<file path="config.mk">
export PLATFORM = sky130hd
export DESIGN_NAME = battery_voltage_to_charge_percent_top
export DESIGN_NICKNAME = d
export VERILOG_FILES = /design/src/hw/rtl/bvcp_pkg.sv /design/src/hw/rtl/bvcp_front.sv /design/src/hw/rtl/bvcp_fifo.sv /design/src/hw/rtl/bvcp_back.sv /design/src/hw/rtl/battery_voltage_to_charge_percent_top.sv
export SDC_FILE = /design/constraint.sdc
export NUM_CORES = 1
export LEC_CHECK = 0
export ABC_AREA = 1
export BUFFER_PORTS_ARGS = -buffer_cell sky130_fd_sc_hd__buf_2
export CAP_MARGIN = 40
export CORE_ASPECT_RATIO = 0.75
export CORE_UTILIZATION = 25
export DETAILED_ROUTE_END_ITERATION = 8
export GPL_ROUTABILITY_DRIVEN = 0
export PLACE_DENSITY = 0.41
export SETUP_SLACK_MARGIN = 0.5
export SYNTH_ARGS = -nofsm -noshare
export SYNTH_HDL_FRONTEND = slang
export SYNTH_HIERARCHICAL = 1
export SYNTH_SLANG_ARGS = --single-unit
</file>
<file path="constraint.sdc">
create_clock -name clk_i -period 9.9 [get_ports clk_i]
set_input_delay 0.495 -clock clk_i [delete_from_list [all_inputs] [get_ports clk_i]]
set_output_delay 0.495 -clock clk_i [all_outputs]
set_load 0.005 [all_outputs]
</file>
<file path="src/hw/rtl/bvcp_pkg.sv">
package bvcp_pkg;

  // Voltage/charge table, ascending in voltage.
  localparam int ROM_POINTS = 12;
  localparam int ROM_IDX_W  = $clog2(ROM_POINTS);

  localparam int MV_W   = 16;  // battery voltage in mV
  localparam int PCT_W  = 7;   // table percentages, 0..100
  localparam int SEG_W  = 8;   // segment span, offset and quotient
  localparam int NUM_W  = 16;  // scaled numerator
  localparam int RES_W  = 9;   // result, 0..100 or the not-ready marker

  localparam int TABLE_ENTRIES_DEF = 12;
  localparam int FIFO_DEPTH_DEF    = 4;

  // One quotient bit is resolved per divider stage.
  localparam int DIV_STEPS = SEG_W;

  // Rounding bias added before the division, and the reciprocal that
  // replaces the final divide by ten (exact for quotients below 1029).
  localparam logic [NUM_W-1:0] ROUND_BIAS  = 16'd5;
  localparam logic [NUM_W-1:0] DIV10_MUL   = 16'd205;
  localparam int               DIV10_SHIFT = 11;

  localparam logic [RES_W-1:0] RES_NOT_READY = 9'd256;
  localparam logic [RES_W-1:0] RES_EMPTY     = 9'd0;
  localparam logic [RES_W-1:0] RES_FULL      = 9'd100;

  localparam logic [MV_W-1:0] ROM_MV [ROM_POINTS] = '{
    16'd3100, 16'd3300, 16'd3400, 16'd3550, 16'd3650, 16'd3750,
    16'd3800, 16'd3850, 16'd3900, 16'd3950, 16'd4000, 16'd4090
  };

  localparam logic [PCT_W-1:0] ROM_PCT [ROM_POINTS] = '{
    7'd0,  7'd5,  7'd10, 7'd20, 7'd30, 7'd40,
    7'd50, 7'd60, 7'd70, 7'd80, 7'd90, 7'd100
  };

  typedef enum logic [1:0] {
    CLS_NOT_READY = 2'd0,
    CLS_EMPTY     = 2'd1,
    CLS_FULL      = 2'd2,
    CLS_INTERP    = 2'd3
  } cls_e;

  // Classified sample as it travels from the front end to the datapath.
  typedef struct packed {
    cls_e                 cls;
    logic [ROM_IDX_W-1:0] seg;   // upper point of the segment
    logic [SEG_W-1:0]     diff;  // voltage above the lower point
  } item_t;

  function automatic logic [ROM_IDX_W-1:0] seg_prev(logic [ROM_IDX_W-1:0] seg);
    return (seg == '0) ? '0 : seg - ROM_IDX_W'(1);
  endfunction

  // Voltage span of a segment.
  function automatic logic [SEG_W-1:0] seg_dm(logic [ROM_IDX_W-1:0] seg);
    logic [MV_W-1:0] d;
    d = ROM_MV[seg] - ROM_MV[seg_prev(seg)];
    return d[SEG_W-1:0];
  endfunction

  // Percentage span of a segment, times ten.
  function automatic logic [SEG_W-1:0] seg_dp10(logic [ROM_IDX_W-1:0] seg);
    logic [NUM_W-1:0] d;
    logic [NUM_W-1:0] p;
    d = NUM_W'(ROM_PCT[seg]) - NUM_W'(ROM_PCT[seg_prev(seg)]);
    p = d * NUM_W'(10);
    return p[SEG_W-1:0];
  endfunction

  // Percentage at the lower point of a segment.
  function automatic logic [PCT_W-1:0] seg_p0(logic [ROM_IDX_W-1:0] seg);
    return ROM_PCT[seg_prev(seg)];
  endfunction

endpackage

</file>
<file path="src/hw/rtl/bvcp_front.sv">
module bvcp_front #(
  parameter int TABLE_ENTRIES = bvcp_pkg::TABLE_ENTRIES_DEF
) (
  input  logic                       clk_i,
  input  logic                       rst_ni,
  input  logic                       in_valid_i,
  output logic                       in_stall_o,
  input  logic [bvcp_pkg::MV_W-1:0]  battery_mv_i,
  input  logic                       adc_ready_i,
  output logic                       item_valid_o,
  output bvcp_pkg::item_t            item_o,
  input  logic                       item_ready_i
);
  import bvcp_pkg::*;

  localparam int NPTS = (TABLE_ENTRIES > ROM_POINTS) ? ROM_POINTS :
                        ((TABLE_ENTRIES < 2) ? 2 : TABLE_ENTRIES);

  logic [NPTS-1:0]      ge;
  logic [ROM_IDX_W-1:0] seg;
  logic [MV_W-1:0]      m0;
  logic [MV_W-1:0]      diff_full;
  item_t                item_d;
  item_t                item_q;
  logic                 valid_q;
  logic                 load;

  // One comparator per table point.
  always_comb begin
    for (int k = 0; k < NPTS; k++) begin
      ge[k] = (battery_mv_i >= ROM_MV[k]);
    end
  end

  // The segment is closed by the first point above the voltage.
  always_comb begin
    seg = ROM_IDX_W'(1);
    m0  = ROM_MV[0];
    for (int k = NPTS - 1; k >= 1; k--) begin
      if (!ge[k]) begin
        seg = ROM_IDX_W'(k);
        m0  = ROM_MV[k-1];
      end
    end
    diff_full = battery_mv_i - m0;

    item_d.seg  = seg;
    item_d.diff = diff_full[SEG_W-1:0];
    if (!adc_ready_i) begin
      item_d.cls = CLS_NOT_READY;
    end else if (battery_mv_i <= ROM_MV[0]) begin
      item_d.cls = CLS_EMPTY;
    end else if (ge[NPTS-1]) begin
      item_d.cls = CLS_FULL;
    end else begin
      item_d.cls = CLS_INTERP;
    end
  end

  assign load         = !valid_q || item_ready_i;
  assign in_stall_o   = !load;
  assign item_valid_o = valid_q;
  assign item_o       = item_q;

  always_ff @(posedge clk_i or negedge rst_ni) begin
    if (!rst_ni) begin
      valid_q <= 1'b0;
    end else if (load) begin
      valid_q <= in_valid_i;
    end
  end

  always_ff @(posedge clk_i) begin
    if (load && in_valid_i) begin
      item_q <= item_d;
    end
  end

  a_hold_when_blocked: assert property (@(posedge clk_i) disable iff (!rst_ni)
    valid_q && !item_ready_i |=> valid_q && $stable(item_q))
    else $error("front register changed while the queue was full");

  a_accept_loads: assert property (@(posedge clk_i) disable iff (!rst_ni)
    in_valid_i && !in_stall_o |=> valid_q)
    else $error("accepted transaction was not captured");

endmodule

</file>
<file path="src/hw/rtl/bvcp_fifo.sv">
module bvcp_fifo #(
  parameter int DEPTH = bvcp_pkg::FIFO_DEPTH_DEF
) (
  input  logic            clk_i,
  input  logic            rst_ni,
  input  logic            wr_valid_i,
  input  bvcp_pkg::item_t wr_item_i,
  output logic            wr_ready_o,
  output logic            rd_valid_o,
  output bvcp_pkg::item_t rd_item_o,
  input  logic            rd_ready_i
);
  import bvcp_pkg::*;

  localparam int PW = (DEPTH > 1) ? $clog2(DEPTH) : 1;
  localparam int CW = $clog2(DEPTH + 1);

  item_t         mem_q [DEPTH];
  logic [PW-1:0] wr_ptr_q;
  logic [PW-1:0] rd_ptr_q;
  logic [CW-1:0] cnt_q;
  logic          wr_en;
  logic          rd_en;

  assign wr_ready_o = (cnt_q != CW'(DEPTH));
  assign rd_valid_o = (cnt_q != '0);
  assign rd_item_o  = mem_q[rd_ptr_q];
  assign wr_en      = wr_valid_i && wr_ready_o;
  assign rd_en      = rd_valid_o && rd_ready_i;

  always_ff @(posedge clk_i or negedge rst_ni) begin
    if (!rst_ni) begin
      wr_ptr_q <= '0;
      rd_ptr_q <= '0;
      cnt_q    <= '0;
    end else begin
      if (wr_en) begin
        wr_ptr_q <= (wr_ptr_q == PW'(DEPTH - 1)) ? '0 : wr_ptr_q + PW'(1);
      end
      if (rd_en) begin
        rd_ptr_q <= (rd_ptr_q == PW'(DEPTH - 1)) ? '0 : rd_ptr_q + PW'(1);
      end
      if (wr_en && !rd_en) begin
        cnt_q <= cnt_q + CW'(1);
      end else if (rd_en && !wr_en) begin
        cnt_q <= cnt_q - CW'(1);
      end
    end
  end

  always_ff @(posedge clk_i) begin
    if (wr_en) begin
      mem_q[wr_ptr_q] <= wr_item_i;
    end
  end

  a_count_bound: assert property (@(posedge clk_i) disable iff (!rst_ni)
    cnt_q <= CW'(DEPTH))
    else $error("queue count beyond its depth");

  a_count_push: assert property (@(posedge clk_i) disable iff (!rst_ni)
    wr_en && !rd_en |=> cnt_q == $past(cnt_q) + CW'(1))
    else $error("queue count missed a push");

endmodule

</file>
<file path="src/hw/rtl/bvcp_back.sv">
module bvcp_back (
  input  logic                       clk_i,
  input  logic                       rst_ni,
  input  logic                       in_valid_i,
  input  bvcp_pkg::item_t            item_i,
  output logic                       in_ready_o,
  output logic                       out_valid_o,
  input  logic                       out_stall_i,
  output logic [bvcp_pkg::RES_W-1:0] charge_percent_o
);
  import bvcp_pkg::*;

  // Stage 0 forms the numerator, the following stages each resolve one
  // quotient bit of a restoring division.
  localparam int NST = DIV_STEPS + 1;

  typedef struct packed {
    cls_e                 cls;
    logic [ROM_IDX_W-1:0] seg;
    logic [SEG_W-1:0]     dm;
    logic [SEG_W-1:0]     rem;
    logic [SEG_W-1:0]     dvd;
    logic [SEG_W-1:0]     quo;
  } div_t;

  function automatic div_t div_step(div_t s);
    div_t            n;
    logic [SEG_W:0]  r;
    logic [SEG_W:0]  diff;
    logic            take;
    n    = s;
    r    = {s.rem, s.dvd[SEG_W-1]};
    take = (r >= {1'b0, s.dm});
    diff = r - {1'b0, s.dm};
    n.rem = take ? diff[SEG_W-1:0] : r[SEG_W-1:0];
    n.dvd = {s.dvd[SEG_W-2:0], 1'b0};
    n.quo = {s.quo[SEG_W-2:0], take};
    return n;
  endfunction

  div_t             st_q [NST];
  div_t             st_d [NST];
  logic [NST-1:0]   vld_q;
  logic [NST:0]     en;
  logic [NUM_W-1:0] prod;
  logic [NUM_W-1:0] num;
  logic [NUM_W-1:0] q10_full;
  logic [RES_W-1:0] interp;
  logic [RES_W-1:0] res_d;
  logic [RES_W-1:0] res_q;
  logic             out_vld_q;

  // A stage loads when it is empty or its content moves on.
  always_comb begin
    en[NST] = !out_vld_q || !out_stall_i;
    for (int i = NST - 1; i >= 0; i--) begin
      en[i] = !vld_q[i] || en[i+1];
    end
  end

  assign in_ready_o = en[0];

  always_comb begin
    prod = NUM_W'(seg_dp10(item_i.seg)) * NUM_W'(item_i.diff);
    num  = prod + ROUND_BIAS;

    st_d[0].cls = item_i.cls;
    st_d[0].seg = item_i.seg;
    st_d[0].dm  = seg_dm(item_i.seg);
    st_d[0].rem = num[NUM_W-1:SEG_W];
    st_d[0].dvd = num[SEG_W-1:0];
    st_d[0].quo = '0;
    for (int i = 1; i < NST; i++) begin
      st_d[i] = div_step(st_q[i-1]);
    end
  end

  always_comb begin
    q10_full = (NUM_W'(st_q[NST-1].quo) * DIV10_MUL) >> DIV10_SHIFT;
    interp   = RES_W'(seg_p0(st_q[NST-1].seg)) + q10_full[RES_W-1:0];
    case (st_q[NST-1].cls)
      CLS_NOT_READY: res_d = RES_NOT_READY;
      CLS_EMPTY:     res_d = RES_EMPTY;
      CLS_FULL:      res_d = RES_FULL;
      CLS_INTERP:    res_d = interp;
      default:       res_d = RES_NOT_READY;
    endcase
  end

  always_ff @(posedge clk_i or negedge rst_ni) begin
    if (!rst_ni) begin
      vld_q     <= '0;
      out_vld_q <= 1'b0;
    end else begin
      if (en[0]) begin
        vld_q[0] <= in_valid_i;
      end
      for (int i = 1; i < NST; i++) begin
        if (en[i]) begin
          vld_q[i] <= vld_q[i-1];
        end
      end
      if (en[NST]) begin
        out_vld_q <= vld_q[NST-1];
      end
    end
  end

  always_ff @(posedge clk_i) begin
    for (int i = 0; i < NST; i++) begin
      if (en[i]) begin
        st_q[i] <= st_d[i];
      end
    end
    if (en[NST]) begin
      res_q <= res_d;
    end
  end

  assign out_valid_o      = out_vld_q;
  assign charge_percent_o = res_q;

  a_result_range: assert property (@(posedge clk_i) disable iff (!rst_ni)
    out_vld_q && res_q != RES_NOT_READY |-> res_q <= RES_FULL)
    else $error("charge result beyond full scale");

  a_last_stage_moves: assert property (@(posedge clk_i) disable iff (!rst_ni)
    vld_q[NST-1] && en[NST] |=> out_vld_q)
    else $error("finished division lost on its way to the output");

  a_backpressure_full: assert property (@(posedge clk_i) disable iff (!rst_ni)
    !en[0] |-> (&vld_q) && out_vld_q)
    else $error("datapath refused work while a stage was empty");

endmodule

</file>
<file path="src/hw/rtl/battery_voltage_to_charge_percent_top.sv">
// Battery voltage to state-of-charge converter.
//
// The input channel carries one transaction per voltage sample:
// battery_mv_i in millivolts and adc_ready_i, under in_valid_i/in_stall_o.
// Each transaction yields exactly one charge_percent_o on the output
// channel (out_valid_o/out_stall_i): 0 to 100 percent, or 256 when the
// ADC reading was flagged as not ready. Between table points the charge
// is linearly interpolated and truncated.
//
// A front end classifies the sample against the table, registers it and
// writes it into a small queue. The datapath behind the queue forms the
// scaled numerator, runs a restoring divider of one quotient bit per
// stage, and registers the result. From acceptance to out_valid_o the
// sample passes the front register, the queue, the numerator stage,
// eight divider stages and the output register. Throughput is one
// transaction per cycle while the receiver does not stall.
//
// When out_stall_i is high, the output holds its result and the divider
// stages fill up; the queue then absorbs up to FIFO_DEPTH more samples
// before in_stall_o rises. Reset empties every stage and the queue.
module battery_voltage_to_charge_percent_top #(
  parameter int TABLE_ENTRIES = bvcp_pkg::TABLE_ENTRIES_DEF,
  parameter int FIFO_DEPTH    = bvcp_pkg::FIFO_DEPTH_DEF
) (
  input  logic                       clk_i,
  input  logic                       rst_ni,
  input  logic                       in_valid_i,
  output logic                       in_stall_o,
  input  logic [bvcp_pkg::MV_W-1:0]  battery_mv_i,
  input  logic                       adc_ready_i,
  output logic                       out_valid_o,
  input  logic                       out_stall_i,
  output logic [bvcp_pkg::RES_W-1:0] charge_percent_o
);
  import bvcp_pkg::*;

  // Front end to queue.
  logic  fq_valid;
  logic  fq_ready;
  item_t fq_item;

  // Queue to datapath.
  logic  qb_valid;
  logic  qb_ready;
  item_t qb_item;

  bvcp_front #(
    .TABLE_ENTRIES(TABLE_ENTRIES)
  ) u_front (
    .clk_i       (clk_i),
    .rst_ni      (rst_ni),
    .in_valid_i  (in_valid_i),
    .in_stall_o  (in_stall_o),
    .battery_mv_i(battery_mv_i),
    .adc_ready_i (adc_ready_i),
    .item_valid_o(fq_valid),
    .item_o      (fq_item),
    .item_ready_i(fq_ready)
  );

  // The queue lets the front end keep taking samples while the output
  // side is stalled.
  bvcp_fifo #(
    .DEPTH(FIFO_DEPTH)
  ) u_fifo (
    .clk_i     (clk_i),
    .rst_ni    (rst_ni),
    .wr_valid_i(fq_valid),
    .wr_item_i (fq_item),
    .wr_ready_o(fq_ready),
    .rd_valid_o(qb_valid),
    .rd_item_o (qb_item),
    .rd_ready_i(qb_ready)
  );

  bvcp_back u_back (
    .clk_i           (clk_i),
    .rst_ni          (rst_ni),
    .in_valid_i      (qb_valid),
    .item_i          (qb_item),
    .in_ready_o      (qb_ready),
    .out_valid_o     (out_valid_o),
    .out_stall_i     (out_stall_i),
    .charge_percent_o(charge_percent_o)
  );

endmodule
</file>
# Word-level counts from Yosys, hierarchy flattened
# Memory sizes are Yosys's and may differ from the RTL's.
# Index checks and enable logic that the tools add are counted.
classes:
  addsub: 19
  n_mul: 3
  order_cmp: 23
  eq_ne: 6
  mux: 68
  n_bitwise: 4
  n_reduce_logical: 39
op_table:
  columns: ["operator", "n"]
  rows:
  - ["8-bit two-way mux", 23]
  - ["16-bit by 12-bit greater-or-equal comparator with 1-bit output, second input constant", 11]
  - ["8-bit subtractor", 10]
  - ["9-bit by 8-bit greater-or-equal comparator with 1-bit output", 8]
  - ["7-bit two-way mux", 6]
  - ["9-bit one-hot mux with 4 select lines", 1]
  - ["4-bit two-way mux", 6]
  - ["1-bit two-way mux", 22]
  - ["3-bit two-way mux", 6]
  - ["16-bit by 3-bit adder with 16-bit output, second input constant", 1]
  - ["16-bit by 12-bit <= comparator with 1-bit output, second input constant", 1]
  - ["16-bit by 3-bit multiplier with 7-bit output, second input constant", 1]
  - ["8-bit by 8-bit multiplier with 16-bit output, second input constant", 1]
  - ["5-bit greater-or-equal comparator, second input constant", 3]
  - ["1-bit logical NOT", 15]
  - ["7-bit by 8-bit multiplier with 15-bit output", 1]
  - ["4-bit inverter with 5-bit output", 3]
  - ["1-bit logical OR", 11]
  - ["7-bit by 5-bit adder with 8-bit output", 1]
  - ["2-bit == test, second input constant", 4]
  - ["4-bit logical NOT", 2]
  - ["2-bit two-way mux", 4]
  - ["4-bit by 1-bit subtractor with 4-bit output, second input constant", 2]
  - ["7-bit by 7-bit subtractor with 8-bit output", 1]
  - ["other kinds (13)", 18]
totals:
  regBits: 41
  ram_bits: 398
  rom_bits: 848
  in_bits: 21
  out_inout_bits: 11
  elab_cells: 190
  n_memories: 7
mem_list:
  columns: ["memory", "depth", "word_bits", "rd", "rd_ports_with_merged_regs", "write_ports", "line_no", "rtl"]
  rows:
  - ["u_back.st_q", 9, 38, 9, 0, 9, "bvcp_back.sv:41", "div_t st_q [NST];"]
  - ["(name not given)", 16, 16, 1, 0, 0, "bvcp_pkg.sv:60", "d = ROM_MV[seg] - ROM_MV[seg_prev(seg)];"]
  - ["(name not given)", 16, 16, 1, 0, 0, "bvcp_pkg.sv:60", null]
  - ["(name not given)", 16, 7, 1, 0, 0, "bvcp_pkg.sv:68", "d = NUM_W'(ROM_PCT[seg]) - NUM_W'(ROM_PCT[seg_prev(seg)]);"]
  - ["(name not given)", 16, 7, 1, 0, 0, "bvcp_pkg.sv:75", "return ROM_PCT[seg_prev(seg)];"]
  - ["(name not given)", 16, 7, 1, 0, 0, "bvcp_pkg.sv:68", null]
  - ["1 more memories", null, null, null, null, null, null, null]

# Logic depth before layout (Yosys ltp)
# Gate-level depths: netlist of the first run.
logic_depth:
  word_depth: 15
  depth_mapped: 50
  mapped_depth_nobuf: 49

# By module
# Netlist of the first run, hierarchy kept.
by_module_without_submodules:
  columns: ["mod", "instances", "cells_each", "area_each_um2", "seq_area_each_um2"]
  rows:
  - ["bvcp_back", 1, 1471, 15483.6, 7667.4]
  - ["bvcp_fifo", 1, 222, 2796.4, 1856.8]
  - ["bvcp_front", 1, 193, 1315.0, 445.4]

# Least setup slack after synthesis of the first run
# OpenSTA, ideal clock, no wires.
synth_path:
  path_kind: "flip-flop to flip-flop"
  startpoint: "register u_fifo.rd_ptr_q[0]"
  endpoint: "memory u_back/st_q[0][13] (netlist bit), data pin"
  setup_time_ns: 0.254
  arrival_time_ns: 8.225
  t_required_ns: 9.646
  path_slack_ns: 1.421
  path_stages_with_launch: 46
  path_buffers: 2
  period_less_slack_ns: 8.479
  path_cell_list: "dfrtp_1 -> buf_6 -> buf_8 -> o211ai_2 -> nand2_1 -> inv_4 -> ha_1 -> inv_1 -> ha_1 -> inv_1 -> nand2_1 -> nand2_2 -> o21ai_0 -> inv_1 -> ha_1 -> nand2_1 -> o21ai_0 -> a21o_1 -> [... 10 more ...] -> inv_1 -> fa_1 -> inv_1 -> fa_1 -> inv_1 -> fa_1 -> inv_1 -> ha_1 -> nand2_1 -> inv_1 -> a21oi_1 -> nand3_1 -> nand2_1 -> nand2_1 -> nor2_4 -> nand2_2 -> xor2_1 -> inv_1"
synth_rtl:
  columns: ["item", "line_no", "rtl"]
  rows:
  - ["from (decl)", "bvcp_fifo.sv:20", "logic [PW-1:0] rd_ptr_q;"]
  - ["from (signal assigned)", "bvcp_fifo.sv:41", "rd_ptr_q <= (rd_ptr_q == PW'(DEPTH - 1)) ? '0 : rd_ptr_q + PW'(1);"]
  - ["to (decl)", "bvcp_back.sv:41", null]

==> reports/metrics.cfg, run 1 <==
[run_status]
run_status = complete, no violations

[worst_setup_path]
required_ps = 10190
path_common_cell = nand2_1
crit_path_max_fanout = 15
worst_setup_path_start_kind = flop
worst_path_max_delay_cell = dfrtp_4
reg2reg_depth = 43
worst-path-stages = 43
crit_path_end_kind = flop
cpPeakStageDelay_ps = 570
crit_buf_inv = 8
crit_family = adder cells
r2r_start = u_fifo/rd_ptr_q[0]$_DFFE_PN0P_
crit_path_start = u_fifo/rd_ptr_q[0]$_DFFE_PN0P_
crit_arrival_ps = 8910
crit_type = reg -> reg

[timing]
hold_viol = 0
slew_headroom_pct = 46.5
finalCriticalPeriod_ps = 8620
fin_crit_sh_pct = 87.1
setup_tns_ps = 0
fmaxAchievable_mhz = 116
rsz0062_at_grt = false
final-setup-viol-count = 0
fin_ws_ps = 1280
final_max_slew_viol_count = 0
skew_ps = 21.4
worst_pin_slew_ps = 800

[cts]
htree_levels = 2
cts_tree = built
clk_latency_ps = 540
root_buffer = clkbuf_16
cts_buffers = 35
cts_buffer_depth = 3
clkSinkCount = 335
clkTransAtPathRegs_ps = 70

[layout]
synthToLayoutAreaGrowth_pct = 14.1
nNetsFinal = 2202
num_antenna_cells = 0
drive_gt1_share_pct = 10.1

[synth]
synth_nets = 2135
synth_edf_count = 317
synthArstFlopShare_pct = 5.37
yosys_warnings = 6
synth_seq_cells = 335
ys_types = 55
syn_area_per_cell_um2 = 10.4
dominantRegCellSynth = edfxtp_1
yosysSeqAreaShare_pct = 50.9
synthesis.area_um2 = 19600
synthCells = 1886

[die]
die_x_um = 325
core_area_um2 = 77200
die_h_um = 244
fp-row-count = 88
ios = 32
die-area_um2 = 79500
initial_utilization_pct = 25.4

[routing]
drt-initial-drc-count = 596
drt-total-wl_um = 36500
firstDrtPassIters = 5
wl_per_cell_um = 12.1
viasPerCell = 4.07
vias = 12300
drcViolationCount = 0
final_antenna_net_count = 0

[min_path]
min_path_type = in -> reg
holdCritStartpoint = in_valid_i
holdPathStages = 3

[placed_design]
hpwl_um = 28100
port_buffers = 31
pre_cts_slack_ps = 642

[global_route]
grt-busiest-layer = met2
grt_pass1_vias = 12400
use_met2_pct = 14.8
antenna_found_initial = 0
grt_pass1_wl_um = 61700
overflow = 0
track_usage_pct = 9.32
grt_max_degree = 34
use_met1_pct = 13.1
use_met3_pct = 1.67

[flow_run]
cap_violations = 0

## worst min-delay path, stage by stage
cell,delay (ps)
buf_2,80
inv_1,40
nand2_1,50
## registers in the layout, summed over array words and instances, names as in the netlist
register,flops
u_fifo/rd_ptr_q,2
u_front/item_o,14
u_fifo/wr_ptr_q,2
u_fifo/mem_q,56
u_back/vld_q,9
u_back/out_valid_o,1
u_front/item_valid_o,1
u_back/charge_percent_o,9
u_fifo/cnt_q,3
u_back/st_q,238
## metal layers
metal / share of wire, % / up-vias
met4: 1.7 / 0
met5: 0 / -
met3: 3.5 / 44
met1: 51 / 5710
li1: - / 6373
met2: 43 / 142
## metrics by stage
stage | instance area (um2) | cells | hold WS [ps] | utilization [%]
final | 22400 | 3015 | 161 | 29.0
after global routing | 22400 | 3015 | 161 | 29.0
after CTS | 22300 | 3010 | 133 | 28.9
after floorplan | 19600 | 1886 | 199 | -
after detailed placement | 21100 | 2945 | 405 | 27.3
after global placement | 20900 | 2938 | 400 | 27.1
## layout by cell type (no fill, tap or decap), types with 10 or more instances in the layout
cell type / Yosys / routed
clkbuf_16: 0 / 35
o21ai_1: 14 / 17
nor2_1: 111 / 108
buf_2: 8 / 31
fa_1: 53 / 53
dfrtp_1: 18 / 17
nand2_2: 21 / 23
o21ai_0: 73 / 70
nor3_1: 12 / 12
nand3_1: 47 / 47
edfxtp_1: 317 / 317
o211ai_1: 18 / 18
nand2_1: 364 / 362
nor2_2: 11 / 14
xor2_1: 49 / 49
inv_1: 359 / 358
nand4_1: 20 / 20
a21oi_1: 89 / 89
ha_1: 175 / 174
o211ai_2: 14 / 14
inv_2: 9 / 10
xnor2_1: 20 / 20
## what timing repair did
action	in CTS	in global routing
buffers inserted	0	5
endpoints found under the setup margin	0	8
endpoints found under the hold margin	18	0
hold buffers	1	0
resized for setup	0	10
## path summary, 6_finish.rpt
path	slack [ps]	to
max in group asynchronous	9110	u_fifo/rd_ptr_q[0]$_DFFE_PN0P_
min in group asynchronous	420	u_back/vld_q[3]$_DFFE_PN0P_
hold reg to reg	410	u_back/st_q[0][98]$_DFFE_PP_
hold / removal	160	u_front/item_valid_o$_DFFE_PN0N_
setup / recovery	1280	u_back/st_q[0][14]$_DFFE_PP_
setup reg to reg	1280	u_back/st_q[0][14]$_DFFE_PP_
## cells by family after synthesis
group,after synthesis,synth area share [%]
buf+inv,391,7.99
xor+xnor,75,3.70
simple gates,613,13.4
fa+ha+maj,228,16.6
compound gates,244,7.46
flops,335,50.9
## cell type report
class	count	area (um2)
multi-input cells	1160	8080
fillers	8000	54800
inverters	370	1400
clock buffers	36	880
clock inverters	28	314
well taps	1035	1290
flip-flops and latches	335	9970
repair buffers	51	422
## synthesized netlist by cell type, drive strengths merged, types with 2 or more instances
library cell | number | area (um2)
nand2 | 387 | 1520
inv | 369 | 1390
edfxtp | 317 | 9520
ha | 175 | 2190
nor2 | 125 | 519
a21oi | 92 | 472
o21ai | 90 | 462
fa | 53 | 1060
xor2 | 53 | 505
nand3 | 52 | 285
o211ai | 32 | 310
xnor2 | 22 | 219
nand4 | 20 | 125
buf | 19 | 161
dfrtp | 18 | 450
nor3 | 12 | 60.1
or2 | 8 | 50.1
o21bai | 6 | 45.0
o22ai | 6 | 37.5
a31oi | 4 | 25.0
a21o | 3 | 22.5
nand3b | 3 | 22.5
o21a | 3 | 22.5
and2 | 2 | 12.5
clkbuf | 2 | 7.51
nor3b | 2 | 15.0
nor4 | 2 | 12.5
Power of run 1 is left out: the tool's default activity adds up to more than one toggle a clock period on the data nets, which glitch-free logic cannot reach.
==> run 2, diff against run 1 <==
SYNTH_HIERARCHICAL = unset   (was 1)
==> run 2 against run 1 <==
Net effect:
- non-clock buffer count shrank 8
- flip-flop and latch count is the same
- global-route usage grew 0.71 points
- via count grew 3.0%
- area after synthesis shrank 0.91%
- register-to-register slack is essentially flat
- utilization is essentially flat
- final area shrank 0.42%
- worst setup slack lost 3.5 ps
- synthesized cell count grew 1.3%
- final cell count grew 0.86%
- critical path type unchanged
==> reports/metrics.cfg, run 2 <==
[run_status]
run_status = complete, no violations

[worst_setup_path]
crit_arrival_ps = 8900
worst_path_max_delay_cell = fa_1
crit_path_end_kind = flop
worst_setup_path_start_kind = flop
cpPeakStageDelay_ps = 540
r2r_start = u_fifo.rd_ptr_q[0]$_DFFE_PN0P_
crit_path_start = u_fifo.rd_ptr_q[0]$_DFFE_PN0P_
crit_type = reg -> reg
rr_endpoint = u_back.st_q[0][23]$_DFFE_PN_
required_ps = 10180
crit_path_max_fanout = 31
reg2reg_depth = 46
path_common_cell = nand2_1
reg2reg_slack_ps = 1280
crit_path_end = u_back.st_q[0][23]$_DFFE_PN_

[cts]
clkTransAtPathRegs_ps = 60
clk_latency_ps = 540
cts_buffers = 37
cts_tree = built
clkSinkCount = 335
htree_levels = 2
root_buffer = clkbuf_16
cts_buffer_depth = 3

[layout]
top_register = u_back.st_q
nFillCells = 8055
largest_reg_flops = 238
layout_commonest_cell = nand2_1
nNetsFinal = 2228
multi_input_area_um2 = 8100
num_antenna_cells = 0
regArea_um2 = 9970
drive_gt1_share_pct = 7.93
final_cell_mix = nand2_1, inv_1, edfxtp_1
synthToLayoutAreaGrowth_pct = 14.7

[synth]
synth_nets = 2162
synth_top_cell_by_area = edfxtp_1
ys_types = 51
synthArstFlopShare_pct = 5.37
synthesis.area_um2 = 19400
synth_top_area_share_pct = 49.0
synth_edf_count = 317
synthTopCellsByCount = nand2_1, inv_1, edfxtp_1
synthCells = 1911
yosysSeqAreaShare_pct = 51.3
yosys_warnings = 0
dominantRegCellSynth = edfxtp_1
syn_area_per_cell_um2 = 10.2
yosysMostFrequentCell = nand2_1
synth_area_leaders = edfxtp_1, ha_1, nand2_1
synth_seq_cells = 335

[timing]
final-setup-viol-count = 0
hold_ws_ps = 175
fin_ws_ps = 1280
finalCriticalPeriod_ps = 8620
rsz0062_at_grt = false
fmaxAchievable_mhz = 116
slew_headroom_pct = 49.4
hold_viol = 0
setup_tns_ps = 0
skew_ps = 28.2
worst_pin_slew_ps = 756
final_max_slew_viol_count = 0
fin_crit_sh_pct = 87.1

[global_route]
grt_max_degree = 32
overflow = 0
use_met2_pct = 15.3
use_met3_pct = 1.78
antenna_found_initial = 0
use_met1_pct = 14.6
track_usage_pct = 10.0
grt-busiest-layer = met2
grt_pass1_vias = 12700
grt_pass1_wl_um = 64800

[die]
die-area_um2 = 78800
core_area_um2 = 76900
die_x_um = 324
initial_utilization_pct = 25.3
die_h_um = 243
fp-row-count = 88
ios = 32

[placed_design]
hpwl_um = 30200
port_buffers = 31
pre_cts_slack_ps = 1010

[routing]
vias = 12600
drt-initial-drc-count = 773
drt-total-wl_um = 38500
final_antenna_net_count = 0
drcViolationCount = 0
viasPerCell = 4.16
firstDrtPassIters = 5
wl_per_cell_um = 12.6

[min_path]
min_path_type = in -> reg
holdPathStages = 1

[flow_run]
cap_violations = 0

run 2: changes by cell type after synthesis, sizes merged, moves of 5 or more:
cell / previous run / this run
a21oi: 92 / 85
a31oi: 4 / 10
buf: 19 / 12
inv: 369 / 339
nand2: 387 / 410
nand3: 52 / 84
nand4: 20 / 25
nor2: 125 / 145
o211ai: 32 / 1
o21ai: 90 / 112
xor2: 53 / 43
run 2: how the worst min path moves through the flow:
stage	from	endpoint	slack, ps
3_5_place_dp	u_back.st_q[0][113]$_DFFE_PP_	u_back.st_q[0][151]$_DFFE_PP_	400
4_1_cts	battery_mv_i[0]	u_front.item_o[0]$_DFFE_PP_	150
5_1_grt	battery_mv_i[0]	u_front.item_o[0]$_DFFE_PP_	140
6_report	battery_mv_i[0]	u_front.item_o[0]$_DFFE_PP_	180
2_1_floorplan	rst_ni	u_back.out_valid_o$_DFFE_PN0P_	200
3_3_place_gp	u_back.st_q[0][265]$_DFFE_PP_	u_back.st_q[0][303]$_DFFE_PP_	400
run 2: logic make-up (layout without fill, tap and decap cells):
logic type / count (synthesis) / in the layout / share of synthesized area, %
AND/OR/NAND/NOR: 695 / 695 / 15.5
buffers and inverters: 355 / 450 / 7.02
flip-flops: 335 / 335 / 51.3
AO/OA/AOI/OAI: 233 / 233 / 6.46
adder cells (fa/ha/maj): 230 / 230 / 16.9
XOR/XNOR: 63 / 63 / 2.84
run 2: metal layers:
| metal | share of wire (%) | routed length [um] |
|---|---|---|
| met2 | 43 | 16400 |
| met1 | 51 | 19800 |
| met3 | 4.1 | 1590 |
| met5 | 0 | 0 |
| met4 | 1.8 | 689 |
run 2: area by class of cell:
type	count	share of cell area [%]
inverter	339	5.76
clock buffer	43	4.26
tap	1035	5.82
multi-input combinational	1221	36.4
sequential	335	44.8
clock inverter	25	1.34
timing repair buffer	43	1.66
run 2: what timing repair did:
action / in CTS / in global routing
setup endpoints to repair: 0 / 6
hold endpoints to repair: 18 / 0
setup buffers: 0 / 1
gates resized for setup: 0 / 11
hold buffers: 1 / 0
run 2: through the flow:
stage / std cells / instance area (um2) / util, %
2_1_floorplan: 1911 / 19400 / -
3_3_place_gp: 2963 / 20800 / 27.1
3_5_place_dp: 2971 / 21000 / 27.3
4_1_cts: 3040 / 22200 / 28.9
5_1_grt: 3041 / 22300 / 29.0
6_report: 3041 / 22300 / 29.0
run 2: worst max-delay path, delay by kind of cell, from the launching register on:
| family | cells | cell delay (ps) |
|---|---|---|
| XOR/XNOR | 1 | 180 |
| AO/OA/AOI/OAI | 5 | 750 |
| buffers and inverters | 7 | 600 |
| AND/OR/NAND/NOR | 23 | 2300 |
| flip-flops | 1 | 470 |
| adder cells (fa/ha/maj) | 10 | 4040 |
Power of run 2 is left out for the same reason.
==> run 3, diff against run 2 <==
PLACE_DENSITY = unset   (was 0.41)
PLACE_DENSITY_LB_ADDON = 0.3   (was unset)
==> run 3 against run 2 <==
Net effect:
- final cell count shrank 0.23%
- first-iteration DRC count shrank 5.0%
- global-route usage shrank 0.53 points
- critical path depth grew 3
- hold slack gained 0.77 ps
- die area is the same
==> reports/metrics.cfg, run 3 (synthesis results as in run 2) <==
[run_status]
run_status = complete, no violations

[worst_setup_path]
crit_buf_inv = 11
crit_type = reg -> reg
worst_path_max_delay_cell = fa_1
crit_path_end_kind = flop
crit_arrival_ps = 8990
reg2reg_depth = 49
r2r_start = u_fifo.rd_ptr_q[0]$_DFFE_PN0P_
path_common_cell = nand2_1
crit_family = adder cells
crit_path_max_fanout = 31
reg2reg_slack_ps = 1190
required_ps = 10180
cpPeakStageDelay_ps = 540
crit_path_end = u_back.st_q[0][20]$_DFFE_PN_
worst_setup_path_start_kind = flop
rr_endpoint = u_back.st_q[0][20]$_DFFE_PN_
crit_path_start = u_fifo.rd_ptr_q[0]$_DFFE_PN0P_
worst-path-stages = 49

[die]
ios = 32
die_h_um = 243
fp-row-count = 88
die-area_um2 = 78800
die_x_um = 324
core_area_um2 = 76900
initial_utilization_pct = 25.3

[min_path]
holdCritStartpoint = battery_mv_i[0]
min_path_type = in -> reg

[layout]
synthToLayoutAreaGrowth_pct = 14.1
num_antenna_cells = 0
nFillCells = 8033
nNetsFinal = 2225
layout_commonest_cell = nand2_1
drive_gt1_share_pct = 7.85
top_register = u_back.st_q
largest_reg_flops = 238
final_cell_mix = nand2_1, inv_1, edfxtp_1

[global_route]
grt_pass1_vias = 12700
antenna_found_initial = 0
overflow = 0
track_usage_pct = 9.50
grt_pass1_wl_um = 62300
grt_max_degree = 32

[timing]
worst_pin_slew_ps = 746
final-setup-viol-count = 0
rsz0062_at_grt = false
fmaxAchievable_mhz = 115
final_max_slew_viol_count = 0
setup_tns_ps = 0
finalCriticalPeriod_ps = 8710
skew_ps = 19.4
hold_viol = 0
slew_headroom_pct = 50.1
fin_crit_sh_pct = 88.0

[routing]
final_antenna_net_count = 0
vias = 12800
drt-initial-drc-count = 734
drt-total-wl_um = 37000
wl_per_cell_um = 12.2
drcViolationCount = 0
viasPerCell = 4.22
firstDrtPassIters = 5

[placed_design]
port_buffers = 31
hpwl_um = 28600

[cts]
root_buffer = clkbuf_16
clkSinkCount = 335
cts_buffers = 34
clk_latency_ps = 530
htree_levels = 2
cts_buffer_depth = 3
clkTransAtPathRegs_ps = 70
cts_tree = built

[flow_run]
cap_violations = 0

==> run 3: repair_timing <==
item                                    4_1_cts  5_1_grt
setup buffers                                 0        0
hold endpoints to repair                     18        0
hold buffers                                  1        0
endpoints found under the setup margin        0        7
resized for setup                             0       14
==> run 3: through the flow <==
step / hold slack (ps) / util [%] / instance area (um2) / worst slack [ps] / std cells
3_3_place_gp: 400 / 27.1 / 20800 / 1240 / 2966
6_report: 176 / 28.8 / 22100 / 1190 / 3034
5_1_grt: 142 / 28.8 / 22100 / 547 / 3034
3_5_place_dp: 405 / 27.3 / 20900 / 1020 / 2971
2_1_floorplan: 199 / - / 19400 / 1990 / 1911
4_1_cts: 148 / 28.8 / 22100 / 973 / 3033
==> run 3: layout make-up <==
type	count	area, um2	share of cell area, %
flip-flops and latches	335	9970	45.0
clock buffers	39	901	4.07
repair inverters	1	5.00	0.0226
repair buffers	42	340	1.54
multi-input cells	1221	8090	36.5
inverters	339	1280	5.79
well taps	1035	1290	5.85
clock inverters	22	259	1.17
==> run 3: layer usage <==
layer	vias up	routed length [um]	track usage, %
met3	49	1820	1.83
li1	6485	-	-
met1	6038	18400	13.4
met5	-	0	0
met4	0	596	2.18
met2	220	16200	14.9
==> run 3: worst min-delay path by stage <==
stage,to,depth (start not counted)
final,u_front.item_o[0]$_DFFE_PP_,1
after global routing,u_front.item_o[0]$_DFFE_PP_,1
after CTS,u_front.item_o[0]$_DFFE_PP_,1
after detailed placement,u_back.st_q[0][204]$_DFFE_PP_,0
after global placement,u_back.st_q[0][70]$_DFFE_PP_,0
after floorplan,u_back.out_valid_o$_DFFE_PN0P_,0
Power of run 3 is left out for the same reason.
